[config.mk]
export PLATFORM = sky130hd
export DESIGN_NAME = qfmx_outq
export DESIGN_NICKNAME = d
export VERILOG_FILES = /design/src/design/qfmx_pkg.sv /design/src/design/qfmx_outq.sv
export SDC_FILE = /design/constraint.sdc
export NUM_CORES = 1
export LEC_CHECK = 0
export ABC_AREA = 1
export BUFFER_PORTS_ARGS = -buffer_cell sky130_fd_sc_hd__clkbuf_2
export CAP_MARGIN = 15
export CORE_UTILIZATION = 40
export CTS_BUF_LIST = sky130_fd_sc_hd__clkbuf_4 sky130_fd_sc_hd__clkbuf_8
export CTS_CLUSTER_DIAMETER = 30
export DETAILED_ROUTE_END_ITERATION = 7
export PLACE_DENSITY_LB_ADDON = 0.12
export REMOVE_ABC_BUFFERS = 1
export SETUP_SLACK_MARGIN = 0.02
export SYNTH_ARGS = -nofsm -noshare
export SYNTH_HDL_FRONTEND = slang
export SYNTH_SLANG_ARGS = --single-unit
[constraint.sdc]
create_clock -name clk_i -period 2.05 [get_ports clk_i]
set_clock_uncertainty 0.05 [all_clocks]
set_input_delay 0.41 -clock clk_i [delete_from_list [all_inputs] [get_ports clk_i]]
set_output_delay 0.41 -clock clk_i [all_outputs]
set_load 0.02 [all_outputs]
[src/design/qfmx_pkg.sv]
// Package for the quadraphonic FM multiplex encoder.
// Holds sizes, register indexes, reset values, the FIR tap ROM and shared types.
// No dependencies.
package qfmx_pkg;

  // Sizes of the datapath.
  localparam int TAP_COUNT      = 32;
  localparam int SAMPLE_BITS    = 24;
  localparam int PHASE_BITS     = 32;
  localparam int SINE_ADDR_BITS = 10;
  localparam int LANES          = 4;
  localparam int ROM_LEN        = 32;
  localparam int ROM_IDX_W      = $clog2(ROM_LEN);
  localparam int COEF_W         = 18;
  localparam int EMPH_W         = SAMPLE_BITS + 4;
  localparam int PTR_W          = $clog2(TAP_COUNT);
  localparam int CNT_W          = $clog2(TAP_COUNT + 1);
  localparam int INQ_DEPTH      = 2;
  localparam int OUTQ_DEPTH     = 2;

  // Configuration port.
  localparam int CFG_IDX_W  = 3;
  localparam int CFG_DATA_W = 32;
  localparam int GAIN_W     = 16;
  localparam int CLIP_W     = 23;
  localparam int STEP_W     = 32;

  // Register indexes.
  typedef enum logic [CFG_IDX_W-1:0] {
    REG_ALPHA = 3'd0,
    REG_STEP  = 3'd1,
    REG_CLIP  = 3'd2,
    REG_MONO  = 3'd3,
    REG_PILOT = 3'd4,
    REG_S38   = 3'd5,
    REG_C38   = 3'd6,
    REG_S76   = 3'd7
  } cfg_reg_e;

  // Reset values of the registers.
  localparam logic [GAIN_W-1:0] ALPHA_RST = 16'd59053;
  localparam logic [STEP_W-1:0] STEP_RST  = 32'd425022805;
  localparam logic [CLIP_W-1:0] CLIP_RST  = 23'd3565158;
  localparam logic [GAIN_W-1:0] MONO_RST  = 16'd29491;
  localparam logic [GAIN_W-1:0] PILOT_RST = 16'd1475;
  localparam logic [GAIN_W-1:0] S38_RST   = 16'd22938;
  localparam logic [GAIN_W-1:0] C38_RST   = 16'd22938;
  localparam logic [GAIN_W-1:0] S76_RST   = 16'd22938;

  // Quarter-wave polynomial coefficients.
  localparam logic [23:0] POLY_A = 24'd13176794;
  localparam logic [23:0] POLY_B = 24'd5418739;
  localparam logic [23:0] POLY_C = 24'd630552;

  // Windowed-sinc low-pass taps, Q1.17, entry 0 meets the oldest sample.
  localparam logic signed [COEF_W-1:0] COEF_ROM [ROM_LEN] = '{
    -18'sd2, 18'sd2, -18'sd3, 18'sd4, -18'sd6, 18'sd8, -18'sd12, 18'sd16,
    -18'sd22, 18'sd29, -18'sd38, 18'sd51, -18'sd69, 18'sd98, -18'sd154, 18'sd319,
    18'sd20275, -18'sd309, 18'sd151, -18'sd97, 18'sd68, -18'sd50, 18'sd38, -18'sd28,
    18'sd21, -18'sd16, 18'sd11, -18'sd8, 18'sd6, -18'sd4, 18'sd3, -18'sd2
  };

  // Configuration as seen by the datapath.
  typedef struct packed {
    logic [GAIN_W-1:0] alpha;
    logic [STEP_W-1:0] step;
    logic [CLIP_W-1:0] clip;
    logic [GAIN_W-1:0] mono;
    logic [GAIN_W-1:0] pilot;
    logic [GAIN_W-1:0] s38;
    logic [GAIN_W-1:0] c38;
    logic [GAIN_W-1:0] s76;
  } cfg_t;

  // One queued request: four samples and the carrier phase that goes with it.
  typedef struct packed {
    logic [LANES-1:0][SAMPLE_BITS-1:0] smp;
    logic [PHASE_BITS-1:0]             phase;
  } item_t;

  // Sequencer of the processing engine.
  typedef enum logic [2:0] {
    BK_IDLE,
    BK_LOAD,
    BK_TAPS,
    BK_EMPH1,
    BK_EMPH2,
    BK_MIX1,
    BK_MIX2,
    BK_MIX3
  } back_state_e;

  // Tap weight for a position; positions past the ROM weigh zero.
  function automatic logic signed [COEF_W-1:0] coef_at(input logic [CNT_W-1:0] idx);
    logic [31:0]               wide;
    logic signed [COEF_W-1:0] res;
    wide = 32'(idx);
    res  = '0;
    if (wide < 32'(ROM_LEN)) begin
      res = COEF_ROM[wide[ROM_IDX_W-1:0]];
    end
    return res;
  endfunction

endpackage

[src/design/qfmx_outq.sv]
// Result queue between the engine and the output port.
// Depends on qfmx_pkg.
module qfmx_outq (
  input  logic                             clk_i,
  input  logic                             rst_ni,
  input  logic                             push_i,
  input  logic [qfmx_pkg::SAMPLE_BITS-1:0] data_i,
  output logic                             full_o,
  input  logic                             pop_i,
  output logic                             empty_o,
  output logic [qfmx_pkg::SAMPLE_BITS-1:0] data_o
);
  import qfmx_pkg::*;

  localparam int AW = $clog2(OUTQ_DEPTH);

  logic [SAMPLE_BITS-1:0] mem_q [OUTQ_DEPTH];
  logic [AW-1:0]          wr_q, rd_q;
  logic [AW:0]            cnt_q;
  logic                   wr_en, rd_en;

  assign full_o  = (cnt_q == (AW+1)'(OUTQ_DEPTH));
  assign empty_o = (cnt_q == '0);
  assign wr_en   = push_i && !full_o;
  assign rd_en   = pop_i && !empty_o;
  assign data_o  = mem_q[rd_q];

  // Pointers and fill count.
  always_ff @(posedge clk_i or negedge rst_ni) begin
    if (!rst_ni) begin
      wr_q  <= '0;
      rd_q  <= '0;
      cnt_q <= '0;
    end else begin
      if (wr_en) begin
        wr_q <= (wr_q == AW'(OUTQ_DEPTH-1)) ? '0 : wr_q + 1'b1;
      end
      if (rd_en) begin
        rd_q <= (rd_q == AW'(OUTQ_DEPTH-1)) ? '0 : rd_q + 1'b1;
      end
      if (wr_en && !rd_en) begin
        cnt_q <= cnt_q + 1'b1;
      end else if (rd_en && !wr_en) begin
        cnt_q <= cnt_q - 1'b1;
      end
    end
  end

  // Storage.
  always_ff @(posedge clk_i) begin
    if (wr_en) begin
      mem_q[wr_q] <= data_i;
    end
  end

endmodule

# After elaboration in Yosys (flattened, before gate mapping)
# Memories as Yosys holds them, arrays and structs flattened.
# Index checks and enable logic that the tools add are counted.
# word_totals
n_memories	1
register_bits	4
inputBits	28
mem_bits_rw	48
elab_cells	25
out_inout_bits	26
# mem_list
name	words	width	rd	rd_ports_with_merged_regs	wr	line	text
mem_q	2	24	1	0	1	qfmx_outq.sv:17	logic [SAMPLE_BITS-1:0] mem_q [OUTQ_DEPTH];
# classes
n_eq_ne	1
n_reduce_logical	10
n_addsub	4
n_mux	6
# op_table
cell	n
$logic_and 1x1->1	4
$logic_not 1->1	4
$mux 1	4
$mux 2	2
$add 1x1->1 const B	2
$add 2x1->2 const B	1
$eq 2x2->1 const B	1
$logic_not 2->1	1
$reduce_bool 2->1	1
$sub 2x1->2 const B	1

# Logic depth before layout (Yosys ltp)
# depth
word_depth	7
mapped_depth	9
ltp_nobuf	9

# Least setup slack after synthesis
# OpenSTA, ideal clock, no wires.
# synth_timing
path_type	register -> register
start	reg cnt_q[1]
end	mem mem_q[1][0], enable pin
arrival_time_ps	1611
required_time_ps	1595
path_buffers	0
period_less_slack_ps	2066
setup_slack_ps	-16
stages_incl_launch_ff	4
setup_time_ps	405
path_cell_list	dfrtp_1 > inv_1 > o21ai_0 > nor2_1
# synth_between
elab_chain_cells	5
# synth_rtl
element	line	text
start: declaration	qfmx_outq.sv:19	logic [AW:0] cnt_q;
start signal: assignment	qfmx_outq.sv:42	cnt_q <= cnt_q + 1'b1;
start signal: assignment	qfmx_outq.sv:44	cnt_q <= cnt_q - 1'b1;
$eq 2x2->1	qfmx_outq.sv:22	assign full_o = (cnt_q == (AW+1)'(OUTQ_DEPTH));
$logic_not 1->1	qfmx_outq.sv:24	assign wr_en = push_i && !full_o;
$logic_and 1x1->1	qfmx_outq.sv:24	
$mux 1	qfmx_outq.sv:51	if (wr_en) begin
$mux 1 (implied by the code)	qfmx_outq.sv:52	mem_q[wr_q] <= data_i;
end: declaration	qfmx_outq.sv:17	
# Every way passes these cells.

# Worst setup path in the final report
# layout_timing
start	reg rd_q
end	out data_o[14] (netlist name)
# layout_between
elab_chain_cells	1
# layout_rtl
element	line	text
start: declaration	qfmx_outq.sv:18	logic [AW-1:0] wr_q, rd_q;
start signal: assignment	qfmx_outq.sv:39	rd_q <= (rd_q == AW'(OUTQ_DEPTH-1)) ? '0 : rd_q + 1'b1;
$mem_v2 2x24	-	
end: declaration	qfmx_outq.sv:11	output logic [qfmx_pkg::SAMPLE_BITS-1:0] data_o
# Every way passes these cells.

==> metrics.csv <==
metric;value;unit
cap_violations;0;
insertion_delay;0.29;ns
routabilityCongestion;0.678;
postSynthCellCount;157;
worstSetupStartpointType;register;
globalRoute.busiestLayer;met2;
coreArea;4750;sq um
clock.fmax;581;MHz
drc;0;
die_h;72.5;um
cts.sinks;52;
cts_root_buf;clkbuf_8;
tns;0;ns
avgSynthCellArea;12.6;sq um
powerDensity;1430;nW/um^2
cp_data_required_time;1.59;ns
cts_buffers;5;
fin_nets;250;
grtUsageMet1;17.8;%
yosysSeqAreaShare;77.6;%
ff2ff_path_depth;6;
finalHoldViolCount;0;
hold_depth;1;
slew_headroom;79.4;%
drive_gt1_share;32.4;%
hold_class;in2reg;
yosysWarnings;0;
drt_iter0_drc;27;
die_w;72.5;um
ctsHoldBuffers;1;
diodes;0;
cts_tree;built;
fillCellCount;437;
grt_max_degree;17;
grt_pass1_wl;5950;um
use_met3;4.31;%
via_per_inst;4.42;
grt_pass1_vias;1298;
post-route-period-util;84.0;%
setup.worst_path.end_class;primary output;
portBuffers;53;
cp_data_arrival_time;1.26;ns
gr-total-overflow;0;
clock_path_buffers;2;
outcome;complete, no violations;
finalSetupViolCount;0;
maxSlewViolCount;0;
worst-slew-pin-transition;0.306;ns
worstPathMaxFanout;14;
start_util;41.8;%
grt_util_all_layers;15.3;%
antenna_found_initial;0;
ios;54;
route.vias.total;1276;
power_leakage;0.00111;uW
ys_seq_elements;52;
peakVddDrop;0.746;mV
wl;3450;um
syn-cell-area;1990;sq um
wire_per_inst;11.9;um
dieArea;5250;sq um
rows;25;
cts_resized;0;
dp_hpwl;2560;um
fin_util;51.6;%
synth_cell_type_count;16;
cts_setup_buffers;0;
area_growth;23.6;%
crit_type;reg2out;
rsz0062_at_grt;no;
ant_nets;0;
cts.clk_slew.worst_paths;0.08;ns
drtPass1Iterations;6;
met2_usage;26.9;%
period_needed;1.72;ns
h-tree-depth;2;
[per-layer routing]
metal	share of wire [%]	vias to the layer above
met4	1.5	0
li1	-	646
met2	52	35
met5	0	-
met1	41	590
met3	5.3	5
[final timing paths]
kind | from | endpoint | slack [ns]
min | data_i[1] | mem_q[0][1]$_DFFE_PP_ | 0.25
min reg2reg | wr_q$_DFFE_PN0P_ | wr_q$_DFFE_PN0P_ | 0.44
max | rd_q$_DFFE_PN0P_ | data_o[14] | 0.33
max reg2reg | cnt_q[0]$_DFFE_PN0P_ | cnt_q[1]$_DFFE_PN0P_ | 0.56
max in group asynchronous | rst_ni | rd_q$_DFFE_PN0P_ | 1.40
min in group asynchronous | rst_ni | cnt_q[1]$_DFFE_PN0P_ | 0.42
[area by class of cell]
cell class / count / area [sq um] / area share [%]
Clock inverter: 1 / 3.75 / 0.153
Tap cell: 67 / 83.8 / 3.41
Clock buffer: 7 / 83.8 / 3.41
Sequential cell: 52 / 1540 / 62.8
Inverter: 8 / 30.0 / 1.22
Timing Repair Buffer: 62 / 335 / 13.7
Multi-Input combinational cell: 92 / 377 / 15.3
[state kept, by name, summed over array words and instances, names as in the netlist]
name,cells
wr_q,1
mem_q,48
rd_q,1
cnt_q,2
[cell usage in the layout, fill, tap and decap left out, drive strengths merged]
master       instances
clkbuf              60
nand3b               1
nand4                1
inv                  8
nand2               81
edfxtp              48
dlygate4sd3          1
o21ai                2
nor2                 4
xnor2                1
buf                  8
clkinv               1
dfrtp                4
nand3                1
ha                   1
[through the flow]
step / setup WS [ns] / instances / hold slack (ns) / power [uW] / instance area, sq um
after floorplan: -0.0157 / 152 / 0.0644 / 2430 / 1950
after global placement: 0.639 / 280 / 0.171 / 2950 / 2360
after detailed placement: 0.567 / 280 / 0.180 / 3010 / 2360
after CTS: 0.303 / 289 / 0.244 / 3570 / 2450
after global routing: 0.233 / 289 / 0.239 / 3770 / 2450
final: 0.328 / 289 / 0.252 / 3510 / 2450
[critical path: stages (launching register included)]
cell,delay (ns)
dfrtp_1,0.40
inv_2,0.06
buf_4,0.19
nand2_1,0.08
nand2_1,0.07
clkbuf_2,0.17
[synth_stat cells, drive strengths merged]
cell type | count | share of area (%)
nand2 | 81 | 15
edfxtp | 48 | 73
inv | 8 | 1.5
buf | 5 | 2.0
dfrtp | 4 | 5.0
nor2 | 4 | 1.0
o21ai | 2 | 0.50
ha | 1 | 0.63
nand3 | 1 | 0.25
nand3b | 1 | 0.38
nand4 | 1 | 0.32
xnor2 | 1 | 0.44
[logic make-up (layout without fill, tap and decap cells)]
family | count (synthesis) | count (layout) | share of synthesized area (%)
fa+ha+maj | 1 | 1 | 0.630
compound gates | 2 | 2 | 0.504
simple gates | 88 | 88 | 17.3
xor+xnor | 1 | 1 | 0.441
flops | 52 | 52 | 77.6
buf+inv | 13 | 78 | 3.53
[power breakdown]
part	internal [uW]	total [uW]	switching, uW
sequential	1450	1540	87.1
combinational	449	1410	964
clock	264	556	291
total	2160	3510	1340
(Power assumes the default switching activity.)
