===== src/design/qfmx_pkg.sv =====
// Package for the quadraphonic FM multiplex encoder.
// Holds sizes, register indexes, reset values, the FIR tap ROM and shared types.
// No dependencies.
package qfmx_pkg;

  // Sizes of the datapath.
  localparam int TAP_COUNT      = 32;
  localparam int SAMPLE_BITS    = 24;
  localparam int PHASE_BITS     = 32;
  localparam int SINE_ADDR_BITS = 10;
  localparam int LANES          = 4;
  localparam int ROM_LEN        = 32;
  localparam int ROM_IDX_W      = $clog2(ROM_LEN);
  localparam int COEF_W         = 18;
  localparam int EMPH_W         = SAMPLE_BITS + 4;
  localparam int PTR_W          = $clog2(TAP_COUNT);
  localparam int CNT_W          = $clog2(TAP_COUNT + 1);
  localparam int INQ_DEPTH      = 2;
  localparam int OUTQ_DEPTH     = 2;

  // Configuration port.
  localparam int CFG_IDX_W  = 3;
  localparam int CFG_DATA_W = 32;
  localparam int GAIN_W     = 16;
  localparam int CLIP_W     = 23;
  localparam int STEP_W     = 32;

  // Register indexes.
  typedef enum logic [CFG_IDX_W-1:0] {
    REG_ALPHA = 3'd0,
    REG_STEP  = 3'd1,
    REG_CLIP  = 3'd2,
    REG_MONO  = 3'd3,
    REG_PILOT = 3'd4,
    REG_S38   = 3'd5,
    REG_C38   = 3'd6,
    REG_S76   = 3'd7
  } cfg_reg_e;

  // Reset values of the registers.
  localparam logic [GAIN_W-1:0] ALPHA_RST = 16'd59053;
  localparam logic [STEP_W-1:0] STEP_RST  = 32'd425022805;
  localparam logic [CLIP_W-1:0] CLIP_RST  = 23'd3565158;
  localparam logic [GAIN_W-1:0] MONO_RST  = 16'd29491;
  localparam logic [GAIN_W-1:0] PILOT_RST = 16'd1475;
  localparam logic [GAIN_W-1:0] S38_RST   = 16'd22938;
  localparam logic [GAIN_W-1:0] C38_RST   = 16'd22938;
  localparam logic [GAIN_W-1:0] S76_RST   = 16'd22938;

  // Quarter-wave polynomial coefficients.
  localparam logic [23:0] POLY_A = 24'd13176794;
  localparam logic [23:0] POLY_B = 24'd5418739;
  localparam logic [23:0] POLY_C = 24'd630552;

  // Windowed-sinc low-pass taps, Q1.17, entry 0 meets the oldest sample.
  localparam logic signed [COEF_W-1:0] COEF_ROM [ROM_LEN] = '{
    -18'sd2, 18'sd2, -18'sd3, 18'sd4, -18'sd6, 18'sd8, -18'sd12, 18'sd16,
    -18'sd22, 18'sd29, -18'sd38, 18'sd51, -18'sd69, 18'sd98, -18'sd154, 18'sd319,
    18'sd20275, -18'sd309, 18'sd151, -18'sd97, 18'sd68, -18'sd50, 18'sd38, -18'sd28,
    18'sd21, -18'sd16, 18'sd11, -18'sd8, 18'sd6, -18'sd4, 18'sd3, -18'sd2
  };

  // Configuration as seen by the datapath.
  typedef struct packed {
    logic [GAIN_W-1:0] alpha;
    logic [STEP_W-1:0] step;
    logic [CLIP_W-1:0] clip;
    logic [GAIN_W-1:0] mono;
    logic [GAIN_W-1:0] pilot;
    logic [GAIN_W-1:0] s38;
    logic [GAIN_W-1:0] c38;
    logic [GAIN_W-1:0] s76;
  } cfg_t;

  // One queued request: four samples and the carrier phase that goes with it.
  typedef struct packed {
    logic [LANES-1:0][SAMPLE_BITS-1:0] smp;
    logic [PHASE_BITS-1:0]             phase;
  } item_t;

  // Sequencer of the processing engine.
  typedef enum logic [2:0] {
    BK_IDLE,
    BK_LOAD,
    BK_TAPS,
    BK_EMPH1,
    BK_EMPH2,
    BK_MIX1,
    BK_MIX2,
    BK_MIX3
  } back_state_e;

  // Tap weight for a position; positions past the ROM weigh zero.
  function automatic logic signed [COEF_W-1:0] coef_at(input logic [CNT_W-1:0] idx);
    logic [31:0]               wide;
    logic signed [COEF_W-1:0] res;
    wide = 32'(idx);
    res  = '0;
    if (wide < 32'(ROM_LEN)) begin
      res = COEF_ROM[wide[ROM_IDX_W-1:0]];
    end
    return res;
  endfunction

endpackage


===== src/design/qfmx_front.sv =====
// Input side of the encoder: accepts requests, tags each with its carrier phase
// and holds them in a short queue for the engine. Depends on qfmx_pkg.
module qfmx_front (
  input  logic                              clk_i,
  input  logic                              rst_ni,
  input  logic                              push_i,
  output logic                              full_o,
  input  logic [qfmx_pkg::LANES-1:0][qfmx_pkg::SAMPLE_BITS-1:0] smp_i,
  input  logic [qfmx_pkg::STEP_W-1:0]       step_i,
  input  logic                              pop_i,
  output logic                              empty_o,
  output qfmx_pkg::item_t                   head_o
);
  import qfmx_pkg::*;

  localparam int AW = $clog2(INQ_DEPTH);

  logic [PHASE_BITS-1:0] phase_q;
  item_t                 mem_q [INQ_DEPTH];
  logic [AW-1:0]         wr_q, rd_q;
  logic [AW:0]           cnt_q;
  logic                  acc_req, pop_req;

  assign full_o  = (cnt_q == (AW+1)'(INQ_DEPTH));
  assign empty_o = (cnt_q == '0);
  assign acc_req = push_i && !full_o;
  assign pop_req = pop_i && !empty_o;
  assign head_o  = mem_q[rd_q];

  // Carrier phase advances once per accepted request.
  always_ff @(posedge clk_i or negedge rst_ni) begin
    if (!rst_ni) begin
      phase_q <= '0;
    end else if (acc_req) begin
      phase_q <= phase_q + PHASE_BITS'(step_i);
    end
  end

  // Queue pointers and fill count.
  always_ff @(posedge clk_i or negedge rst_ni) begin
    if (!rst_ni) begin
      wr_q  <= '0;
      rd_q  <= '0;
      cnt_q <= '0;
    end else begin
      if (acc_req) begin
        wr_q <= (wr_q == AW'(INQ_DEPTH-1)) ? '0 : wr_q + 1'b1;
      end
      if (pop_req) begin
        rd_q <= (rd_q == AW'(INQ_DEPTH-1)) ? '0 : rd_q + 1'b1;
      end
      if (acc_req && !pop_req) begin
        cnt_q <= cnt_q + 1'b1;
      end else if (pop_req && !acc_req) begin
        cnt_q <= cnt_q - 1'b1;
      end
    end
  end

  // Queue storage.
  always_ff @(posedge clk_i) begin
    if (acc_req) begin
      mem_q[wr_q].smp   <= smp_i;
      mem_q[wr_q].phase <= phase_q;
    end
  end

endmodule


===== config.mk =====
export PLATFORM = sky130hd
export DESIGN_NAME = qfmx_front
export DESIGN_NICKNAME = d
export VERILOG_FILES = /design/src/design/qfmx_pkg.sv /design/src/design/qfmx_front.sv
export SDC_FILE = /design/constraint.sdc
export NUM_CORES = 1
export LEC_CHECK = 0
export ABC_AREA = 1
export BUFFER_PORTS_ARGS = -buffer_cell sky130_fd_sc_hd__buf_2
export CAP_MARGIN = 20
export CORE_UTILIZATION = 35
export CTS_CLUSTER_SIZE = 20
export DETAILED_ROUTE_END_ITERATION = 7
export GPL_ROUTABILITY_DRIVEN = 0
export PLACE_DENSITY = 0.66
export SLEW_MARGIN = 20
export SYNTH_ARGS = -nofsm -noshare
export SYNTH_HDL_FRONTEND = slang
export SYNTH_SLANG_ARGS = --single-unit

===== constraint.sdc =====
create_clock -name clk_i -period 9.1 [get_ports clk_i]
set_clock_uncertainty 0.05 [all_clocks]
set_input_delay 1.365 -clock clk_i [delete_from_list [all_inputs] [get_ports clk_i]]
set_output_delay 1.365 -clock clk_i [all_outputs]
set_load 0.01 [all_outputs]

## After elaboration in Yosys (flattened, before gate mapping)

Memories as Yosys holds them, arrays and structs flattened.
Cells that the tools add are included.

- Shift-type cells: 0
- Mux-type cells: 6
- Reductions and logical operators: 10
- Bitwise logic cells: 0
- $mul: 0
- Magnitude comparators: 0
- Add/subtract/negate cells: 5
- Div/mod/pow operators: 0
- Equality and inequality tests: 1

Operators by type and width:

| kind | count |
|---|---|
| 32-bit adder | 1 |
| 1-bit logical AND | 4 |
| 1-bit zero test | 4 |
| 1-bit two-way mux | 4 |
| 2-bit two-way mux | 2 |
| 1-bit adder, second input constant | 2 |
| 2-bit by 1-bit adder with 2-bit output, second input constant | 1 |
| 2-bit equality test, second input constant | 1 |
| 2-bit zero test | 1 |
| 2-bit nonzero test | 1 |
| 2-bit by 1-bit subtractor with 2-bit output, second input constant | 1 |

- Memory bits (writable): 256
- ROM bits: 0
- Bits of input ports: 132
- Flip-flop bits (word level): 36
- Memories: 1
- Output and inout bits: 130
- Bits in latches: 0

Memory list:

| name | words | width | rd ports | clocked after memory_dff | wr ports | line | text |
|---|---|---|---|---|---|---|---|
| mem_q | 2 | 128 | 1 | 0 | 1 | qfmx_front.sv:19 | `item_t mem_q [INQ_DEPTH];` |

## Depth between registers and ports, before layout

Gate-level depths: netlist (run 1).

- Depth in word-level cells: 7
- Depth in mapped cells: 12
- Mapped depth without buffers: 12

## Least setup slack after synthesis (run 1)

OpenSTA, ideal clock, no wires.

- Path type: in2reg
- Start point: input push_i
- End point: memory mem_q[0][0] (netlist bit), enable pin
- Required time: 8.434 ns
- Arrival time: 7.110 ns
- Setup slack: 1.324 ns
- Stages on the path: 4
- Path through: o21ai_1 buf_2 buf_2 nor2_1

- Longest elaborated chain between the ends: 3

RTL lines:

| item | line | text |
|---|---|---|
| start: declaration | qfmx_front.sv:6 | `input logic push_i,` |
| 1-bit logical AND | qfmx_front.sv:26 | `assign acc_req = push_i && !full_o;` |
| 1-bit two-way mux | qfmx_front.sv:62 | `if (acc_req) begin` |
| 1-bit two-way mux (implied by the code) | qfmx_front.sv:64 | `mem_q[wr_q].phase <= phase_q;` |
| end: declaration | qfmx_front.sv:19 |  |

Every way passes these cells.

==> results.tsv, run 1 <==
stage	metric	value	unit
setup_path	cp-start-kind	register	
pwr	p_total	5.341	mW
setup_path	crit_fanout	88	
pwr	power_switching	2.063	mW
clock_network	clockRootBuffer	clkbuf_16	
pwr	cellPowerDensity	340.4	nW/um2
route	drc	0	
pwr	ir_drop	142.7	uV
clock_network	postCtsSetupRepairBufs	0	
sta	fmax	221.9	MHz
route	drtPass1Iterations	5	
sta	setup_violations	0	
setup_path	cp-end-kind	primary output	
pwr	internal-power	3.279	mW
route	viasPerCell	4.533	
sta	slew_violations	0	
setup_path	worst_ep_arrival_time	3.09	ns
sta	tightestPinTransition	1.051	ns
synthesis	netlist_area	12940	um2
placed_design	dp_hpwl	21350	um
job	drv_cap	0	
route	vias	9316	
floorplan	core_area	36520	um2
pwr	clkPwrFrac	0.211	
floorplan	start_util	0.3542	
pwr	p_leak	7.337	nW
clock_network	cts.sinks	292	
clock_network	ctsResizeCount	0	
floorplan	die_width	194.3	um
global_routing	grt_pass1_wl	47360	um
pwr	seqPwrFrac	0.398	
pwr	combPwrFrac	0.391	
synthesis	syn-num-nets	1460	
sta	min_period_over_period	0.4953	
hold_path	min-delay-path-class	register to register	
clock_network	cts_max_path_buffers	3	
setup_path	criticalPathCategory	register to primary output	
global_routing	grt_overflow	0	
floorplan	ioPinCount	262	
synthesis	ys_warn_count	0	
clock_network	cts.htree.levels	1	
finish	finalCoreUtilization	0.4297	
sta	fin_setup_tns	0	ns
pwr	p_sw_frac	0.3862	
sta	hold_ws	0.4545	ns
clock_network	cts_tree	built	
clock_network	clkTransAtPathRegs	0.06	ns
sta	min_period	4.507	ns
clock_network	worstSkewPairLatency	0.55	ns
route	wl_per_cell	14.79	um
floorplan	rows	70	
sta	finalHoldViolCount	0	
placed_design	dp.cells	1996	
finish	stdcell_count	2055	
finish	postLayoutCellArea	15690	um2
route	drtIter0Drc	529	
sta	rsz0062_at_grt	false	
setup_path	required	7.69	ns
route	drt_wl_total	30400	um
global_routing	track_usage	0.1592	
clock_network	numCtsBuffers	30	
placed_design	post_dp_cell_area	14770	um2
floorplan	die_area	37740	um2
global_routing	antenna_found_initial	4	
finish	synthToLayoutAreaGrowth	21.31	%
floorplan	die_y	194.3	um
sta	setup_ws	4.593	ns
route	postRouteAntennaNets	0	
synthesis	ys_ff_latch	292	
clock_network	holdBufCountCts	0	
placed_design	dp_slack	5.048	ns
global_routing	grt_pass1_vias	9069	
sta	timing.slew.headroom	0.2996	
synthesis	synth_cells	1295	
global_routing	grt_max_degree	89	
synthesis	ys_seq_area_frac	0.6638	
outcome	status	complete, no violations	
synthesis	synth.avg_cell_area	9.990	um2
placed_design	numPortBuffers	261	
finish	final_net_count	1725	
synthesis	ys_types	26	
finish	final_layout_size_suffix_gt1_frac	0.2052	
==> critical path, stage by stage (launching register included) <==
cell	delay, ns
dfrtp_4	0.75
inv_4	0.47
buf_4	0.80
nand2_1	0.13
nand2_1	0.14
buf_2	0.14
==> final cells by class <==
type                            instances  area [um2]
Multi-Input combinational cell        855        3810
Inverter                              113       426.7
Sequential cell                       292        8592
Fill cell                            3512       20830
Clock buffer                           39       805.8
Clock inverter                         17       107.6
Antenna cell                            3       7.507
Timing Repair Buffer                  268        1359
Tap cell                              468       585.6
==> cells in the mapped netlist <==
cell type / count / area, um2
nand2_1: 651 / 2444
edfxtp_1: 256 / 7687
inv_1: 113 / 424.2
nor2_1: 45 / 168.9
nand3_1: 42 / 210.2
dfrtp_1: 36 / 900.9
ha_1: 32 / 400.4
clkbuf_1: 25 / 93.84
a21oi_1: 22 / 110.1
xnor2_1: 15 / 131.4
o21ai_0: 12 / 60.06
o21ai_1: 7 / 35.03
buf_2: 5 / 25.02
nand2_2: 5 / 31.28
buf_1: 4 / 15.01
nand3b_1: 4 / 30.03
nand3_2: 3 / 30.03
nand4_1: 3 / 18.77
nor3_1: 3 / 15.01
o21bai_1: 3 / 22.52
xor2_1: 3 / 26.28
nor2_2: 2 / 12.51
a21o_1: 1 / 7.510
buf_4: 1 / 7.510
fa_1: 1 / 20.02
nor3_2: 1 / 10.01
==> metal layers <==
metal / global-route usage / up-vias / part of all wire
met5: 0 / - / 0.00026
met4: 0.05350 / 2 / 0.024
met3: 0.02470 / 53 / 0.043
met2: 0.2788 / 202 / 0.50
met1: 0.2003 / 4339 / 0.43
li1: - / 4720 / -
==> layout by cell type, fill, tap and decap left out, types with 4 or more instances in the layout <==
| cell | netlist | routed |
|---|---|---|
| buf_4 | 1 | 7 |
| nand2_2 | 5 | 5 |
| nand3_1 | 42 | 42 |
| dfrtp_1 | 36 | 35 |
| clkinv_1 | 0 | 7 |
| clkbuf_1 | 25 | 8 |
| nand3b_1 | 4 | 4 |
| edfxtp_1 | 256 | 256 |
| xnor2_1 | 15 | 15 |
| o21ai_0 | 12 | 12 |
| nor2_1 | 45 | 43 |
| clkbuf_16 | 0 | 31 |
| o21ai_1 | 7 | 6 |
| ha_1 | 32 | 32 |
| a21oi_1 | 22 | 22 |
| inv_1 | 113 | 112 |
| nand2_1 | 651 | 651 |
| buf_2 | 5 | 261 |
| clkinv_2 | 0 | 7 |
==> power groups by stage <==
stage | Clock (mW) | Combinational (mW) | Sequential [mW]
after global routing | 1.21 | 2.36 | 2.17
after CTS | 1.17 | 2.12 | 2.13
after floorplan | 0 | 1.42 | 2.11
final | 1.13 | 2.09 | 2.13
after global placement | 0 | 2.09 | 2.14
after detailed placement | 0 | 2.11 | 2.16
==> flip-flops by register name (all words and copies together), names as in the netlist <==
signal / count
cnt_q: 2
mem_q: 256
phase_q: 32
rd_q: 1
wr_q: 1
==> cell families after synthesis <==
logic type                 Yosys count  share of synthesized area
DFF                                292                     0.6638
buffers and inverters              148                    0.04371
AOI/OAI and AO/OA                   45                    0.01818
adders and majority gates           33                    0.03249
xor gates and xnor gates            18                    0.01219
and+or+nand+nor                    759                     0.2296
==> worst paths after layout <==
| check | from | endpoint | slack, ns | depth (start not counted) |
|---|---|---|---|---|
| setup / recovery | rd_q$_DFFE_PN0P_ | head_o[19] | 4.59 | 5 |
| hold / removal | phase_q[5]$_DFFE_PN0P_ | mem_q[0][5]$_DFFE_PP_ | 0.45 | 0 |
| setup reg to reg | cnt_q[1]$_DFFE_PN0P_ | mem_q[0][61]$_DFFE_PP_ | 6.00 | 6 |
| hold reg to reg | phase_q[5]$_DFFE_PN0P_ | mem_q[0][5]$_DFFE_PP_ | 0.45 | 0 |
| max in group asynchronous | rst_ni | rd_q$_DFFE_PN0P_ | 7.46 | 1 |
| min in group asynchronous | rst_ni | phase_q[29]$_DFFE_PN0P_ | 0.88 | 1 |
(Power assumes the default switching activity.)
==> inputs of run 2 (changes only) <==
--- a/config.mk
+++ b/config.mk
@@ -5,7 +5,7 @@
 export SDC_FILE = /design/constraint.sdc
 export NUM_CORES = 1
 export LEC_CHECK = 0
-export ABC_AREA = 1
+export ABC_AREA = 0
 export BUFFER_PORTS_ARGS = -buffer_cell sky130_fd_sc_hd__buf_2
 export CAP_MARGIN = 20
 export CORE_UTILIZATION = 35
==> constraint.sdc (replaced) <==
create_clock -name clk_i -period 4.2 [get_ports clk_i]
set_clock_uncertainty 0.05 [all_clocks]
set_input_delay 0.63 -clock clk_i [delete_from_list [all_inputs] [get_ports clk_i]]
set_output_delay 0.63 -clock clk_i [all_outputs]
set_load 0.01 [all_outputs]
==> results.tsv, run 2 <==
stage	metric	value	unit	change
setup_path	cp-start-kind	register		
placed_design	dp_hpwl	17430	um	-18%
setup_path	worstPathCellList	buf_4 > mux2_2 > buf_2		
job	drv_cap	0		unchanged
clock_network	postCtsSetupRepairBufs	0		unchanged
finish	num_antenna_cells	0		-3
floorplan	die_y	187.7	um	-3.4%
pwr	seqPwrFrac	0.405		+0.007
global_routing	antenna_found_initial	3		-1
setup_path	critPathLaunch	rd_q$_DFFE_PN0P_		
pwr	combPwrFrac	0.356		-0.035
setup_path	worst_ep_arrival_time	2.42	ns	-0.67 ns
synthesis	synthArstFlopShare	0.1233		unchanged
sta	rsz0062_at_grt	false		
synthesis	yosys-top-cells-area	edfxtp_1 (64%), mux2_2 (12%), dfrtp_1 (7.5%)		
route	drt_wl_total	25990	um	-15%
sta	finalHoldViolCount	0		unchanged
sta	timing.slew.headroom	0.3814		+0.08185
synthesis	synth.most_common_cell	edfxtp_1		
route	vias	7105		-24%
hold_path	min-delay-path-class	input port to async pin		
finish	largest_reg_flops	256		unchanged
finish	top_register	mem_q		
synthesis	ys_warn_count	0		unchanged
finish	num-fill-cells	3063		-13%
clock_network	clockRootBuffer	clkbuf_16		
floorplan	rows	67		-4.3%
setup_path	slowest_delay	0.82	ns	+0.02 ns
floorplan	die_width	187.7	um	-3.4%
synthesis	synth.avg_cell_area	16.56	um2	+66%
clock_network	worstSkewPairLatency	0.55	ns	about the same
global_routing	grt_max_degree	73		-18%
route	drc	0		unchanged
finish	final_layout_size_suffix_gt1_frac	0.4457		+0.2406
finish	finalCoreUtilization	0.4446		+0.01490
synthesis	ys_ff_latch	292		unchanged
outcome	status	complete, no violations		
synthesis	ys_types	51		+96%
synthesis	post-synth-top-area-fraction	0.6367		+0.04249
route	drtPass1Iterations	4		-1
global_routing	grt_pass1_wl	39890	um	-16%
synthesis	synth_edf_count	256		unchanged
synthesis	ys_seq_area_frac	0.7113		+0.04747
global_routing	track_usage	0.1439		-0.01538
pwr	ir_drop	418.4	uV	+190%
finish	synthToLayoutAreaGrowth	24.09	%	
synthesis	ys.flop_type	edfxtp_1		
clock_network	numCtsBuffers	31		+3.3%
pwr	internal-power	7.525	mW	+130%
floorplan	start_util	0.3583		+0.004052
pwr	power_switching	3.694	mW	+79%
floorplan	ioPinCount	262		unchanged
sta	tightestPinTransition	0.9279	ns	-0.1228 ns
synthesis	synth_top_area_cell	edfxtp_1		
synthesis	syn-num-nets	894		-39%
finish	final_net_count	1173		-32%
sta	fmax	322.7	MHz	
clock_network	ctsResizeCount	0		unchanged
floorplan	core_area	33700	um2	-7.7%
clock_network	cts_tree	built		
floorplan	die_area	35240	um2	-6.6%
sta	min_period_over_period	0.7378		
synthesis	netlist_area	12070	um2	-6.7%
setup_path	r2r-start	phase_q[0]$_DFFE_PN0P_		
setup_path	criticalPathCategory	register to primary output		
pwr	p_leak	5.809	nW	-21%
sta	min_period	3.099	ns	
route	drtIter0Drc	366		-31%
global_routing	grt_overflow	0		unchanged
placed_design	numPortBuffers	261		unchanged
setup_path	required	3.52	ns	-4.17 ns
sta	slew_violations	0		unchanged
clock_network	holdBufCountCts	0		unchanged
setup_path	crit_fanout	39		-56%
synthesis	synth_common_cells	edfxtp_1 (256), mux2_2 (130), nand2_1 (46)		
clock_network	clkTransAtPathRegs	0.06	ns	about the same
route	postRouteAntennaNets	0		unchanged
clock_network	cts.htree.levels	1		unchanged
global_routing	grt_pass1_vias	7143		-21%
pwr	clkPwrFrac	0.239		+0.028
sta	setup_violations	0		unchanged
clock_network	cts_max_path_buffers	3		unchanged
finish	final_common_cell	buf_2		
finish	top_regs	mem_q x256, phase_q x32, cnt_q x2		
clock_network	cts.sinks	292		unchanged
setup_path	cpMaxStageDelayCell	dfrtp_4		
pwr	p_total	11.22	mW	+110%
finish	layout_common_cells	buf_2 (261), edfxtp_1 (256), mux2_2 (130), nand2_1 (45), dfrtp_1 (35)		
route	wl_per_cell	17.56	um	+19%
pwr	p_sw_frac	0.3293		-0.05692
route	viasPerCell	4.801		+5.9%
pwr	cellPowerDensity	748.8	nW/um2	+120%
synthesis	synth_cells	729		-44%
setup_path	cp-end-kind	primary output		
## run 2: cell count changes in the layout (fill, tap and decap cells not counted), sizes merged, moves of 5 or more
cell | before | now
nand2 | 656 | 46
o21ai | 19 | 39
a21o | 1 | 14
clkinv | 14 | 6
inv | 114 | 20
xor2 | 3 | 13
mux2 | 0 | 130
o21a | 0 | 5
a31o | 0 | 5
nor2 | 47 | 13
o211ai | 0 | 5
nand3 | 45 | 6
## run 2: path summary, 6_finish.rpt
path | endpoint | slack (ns) | cells past startpoint
max | head_o[51] | 1.10 | 3
max reg2reg | phase_q[28]$_DFFE_PN0P_ | 1.20 | 10
max in group asynchronous | rd_q$_DFFE_PN0P_ | 3.24 | 1
min | phase_q[24]$_DFFE_PN0P_ | 0.17 | 1
min in group clk_i | mem_q[0][116]$_DFFE_PP_ | 0.22 | 1
min reg2reg | mem_q[1][2]$_DFFE_PP_ | 0.45 | 0
## run 2: kinds of logic (layout without fill, tap and decap cells)
| group | after synthesis | in the layout | synth area share |
|---|---|---|---|
| mux | 130 | 130 | 0.1212 |
| simple gates | 90 | 90 | 0.03523 |
| flops | 292 | 292 | 0.7113 |
| xor+xnor | 30 | 30 | 0.02176 |
| fa+ha+maj | 33 | 33 | 0.03482 |
| compound gates | 115 | 115 | 0.06249 |
| buf+inv | 39 | 342 | 0.01316 |
## run 2: final cells by class
| class | instances | area (um2) | share of cell area |
|---|---|---|---|
| multi-input combinational | 398 | 3344 | 0.2232 |
| clock buffer | 43 | 840.8 | 0.05612 |
| timing repair buffer | 268 | 1421 | 0.09486 |
| sequential | 292 | 8592 | 0.5734 |
| clock inverter | 14 | 160.2 | 0.01069 |
| tap | 448 | 560.5 | 0.03741 |
| inverter | 17 | 63.81 | 0.004259 |
## run 2: per-stage QoR
step	hold slack, ns	TNS [ns]	instances	setup WS, ns	instance area, um2
2_1_floorplan	0.2844	-190.17	729	-0.7429	12080
3_3_place_gp	0.4272	0	1423	0.8845	13980
3_5_place_dp	0.4430	0	1423	0.8707	13980
4_1_cts	0.1773	0	1480	1.001	14980
5_1_grt	0.1807	0	1480	0.9633	14980
6_report	0.1699	0	1480	1.101	14980
## run 2: power groups by stage
stage / Sequential (mW) / Clock, mW / Combinational, mW
6_report: 4.55 / 2.68 / 3.99
3_3_place_gp: 4.57 / 0 / 4.02
3_5_place_dp: 4.63 / 0 / 4.04
4_1_cts: 4.57 / 2.77 / 4.07
5_1_grt: 4.64 / 2.88 / 4.37
2_1_floorplan: 4.49 / 0 / 2.80
## run 2: metal layers
layer,vias to the layer above,GRT usage,part of all wire
li1,3366,-,-
met1,3458,0.1887,0.44
met2,242,0.2390,0.47
met3,35,0.03500,0.076
met4,4,0.03533,0.016
met5,-,0,0.0013
## run 2: critical path, delay by kind of cell, from the launching register on
family / cells / cell delay (ns)
flops: 1 / 0.82
buf+inv: 2 / 0.60
mux: 1 / 0.41
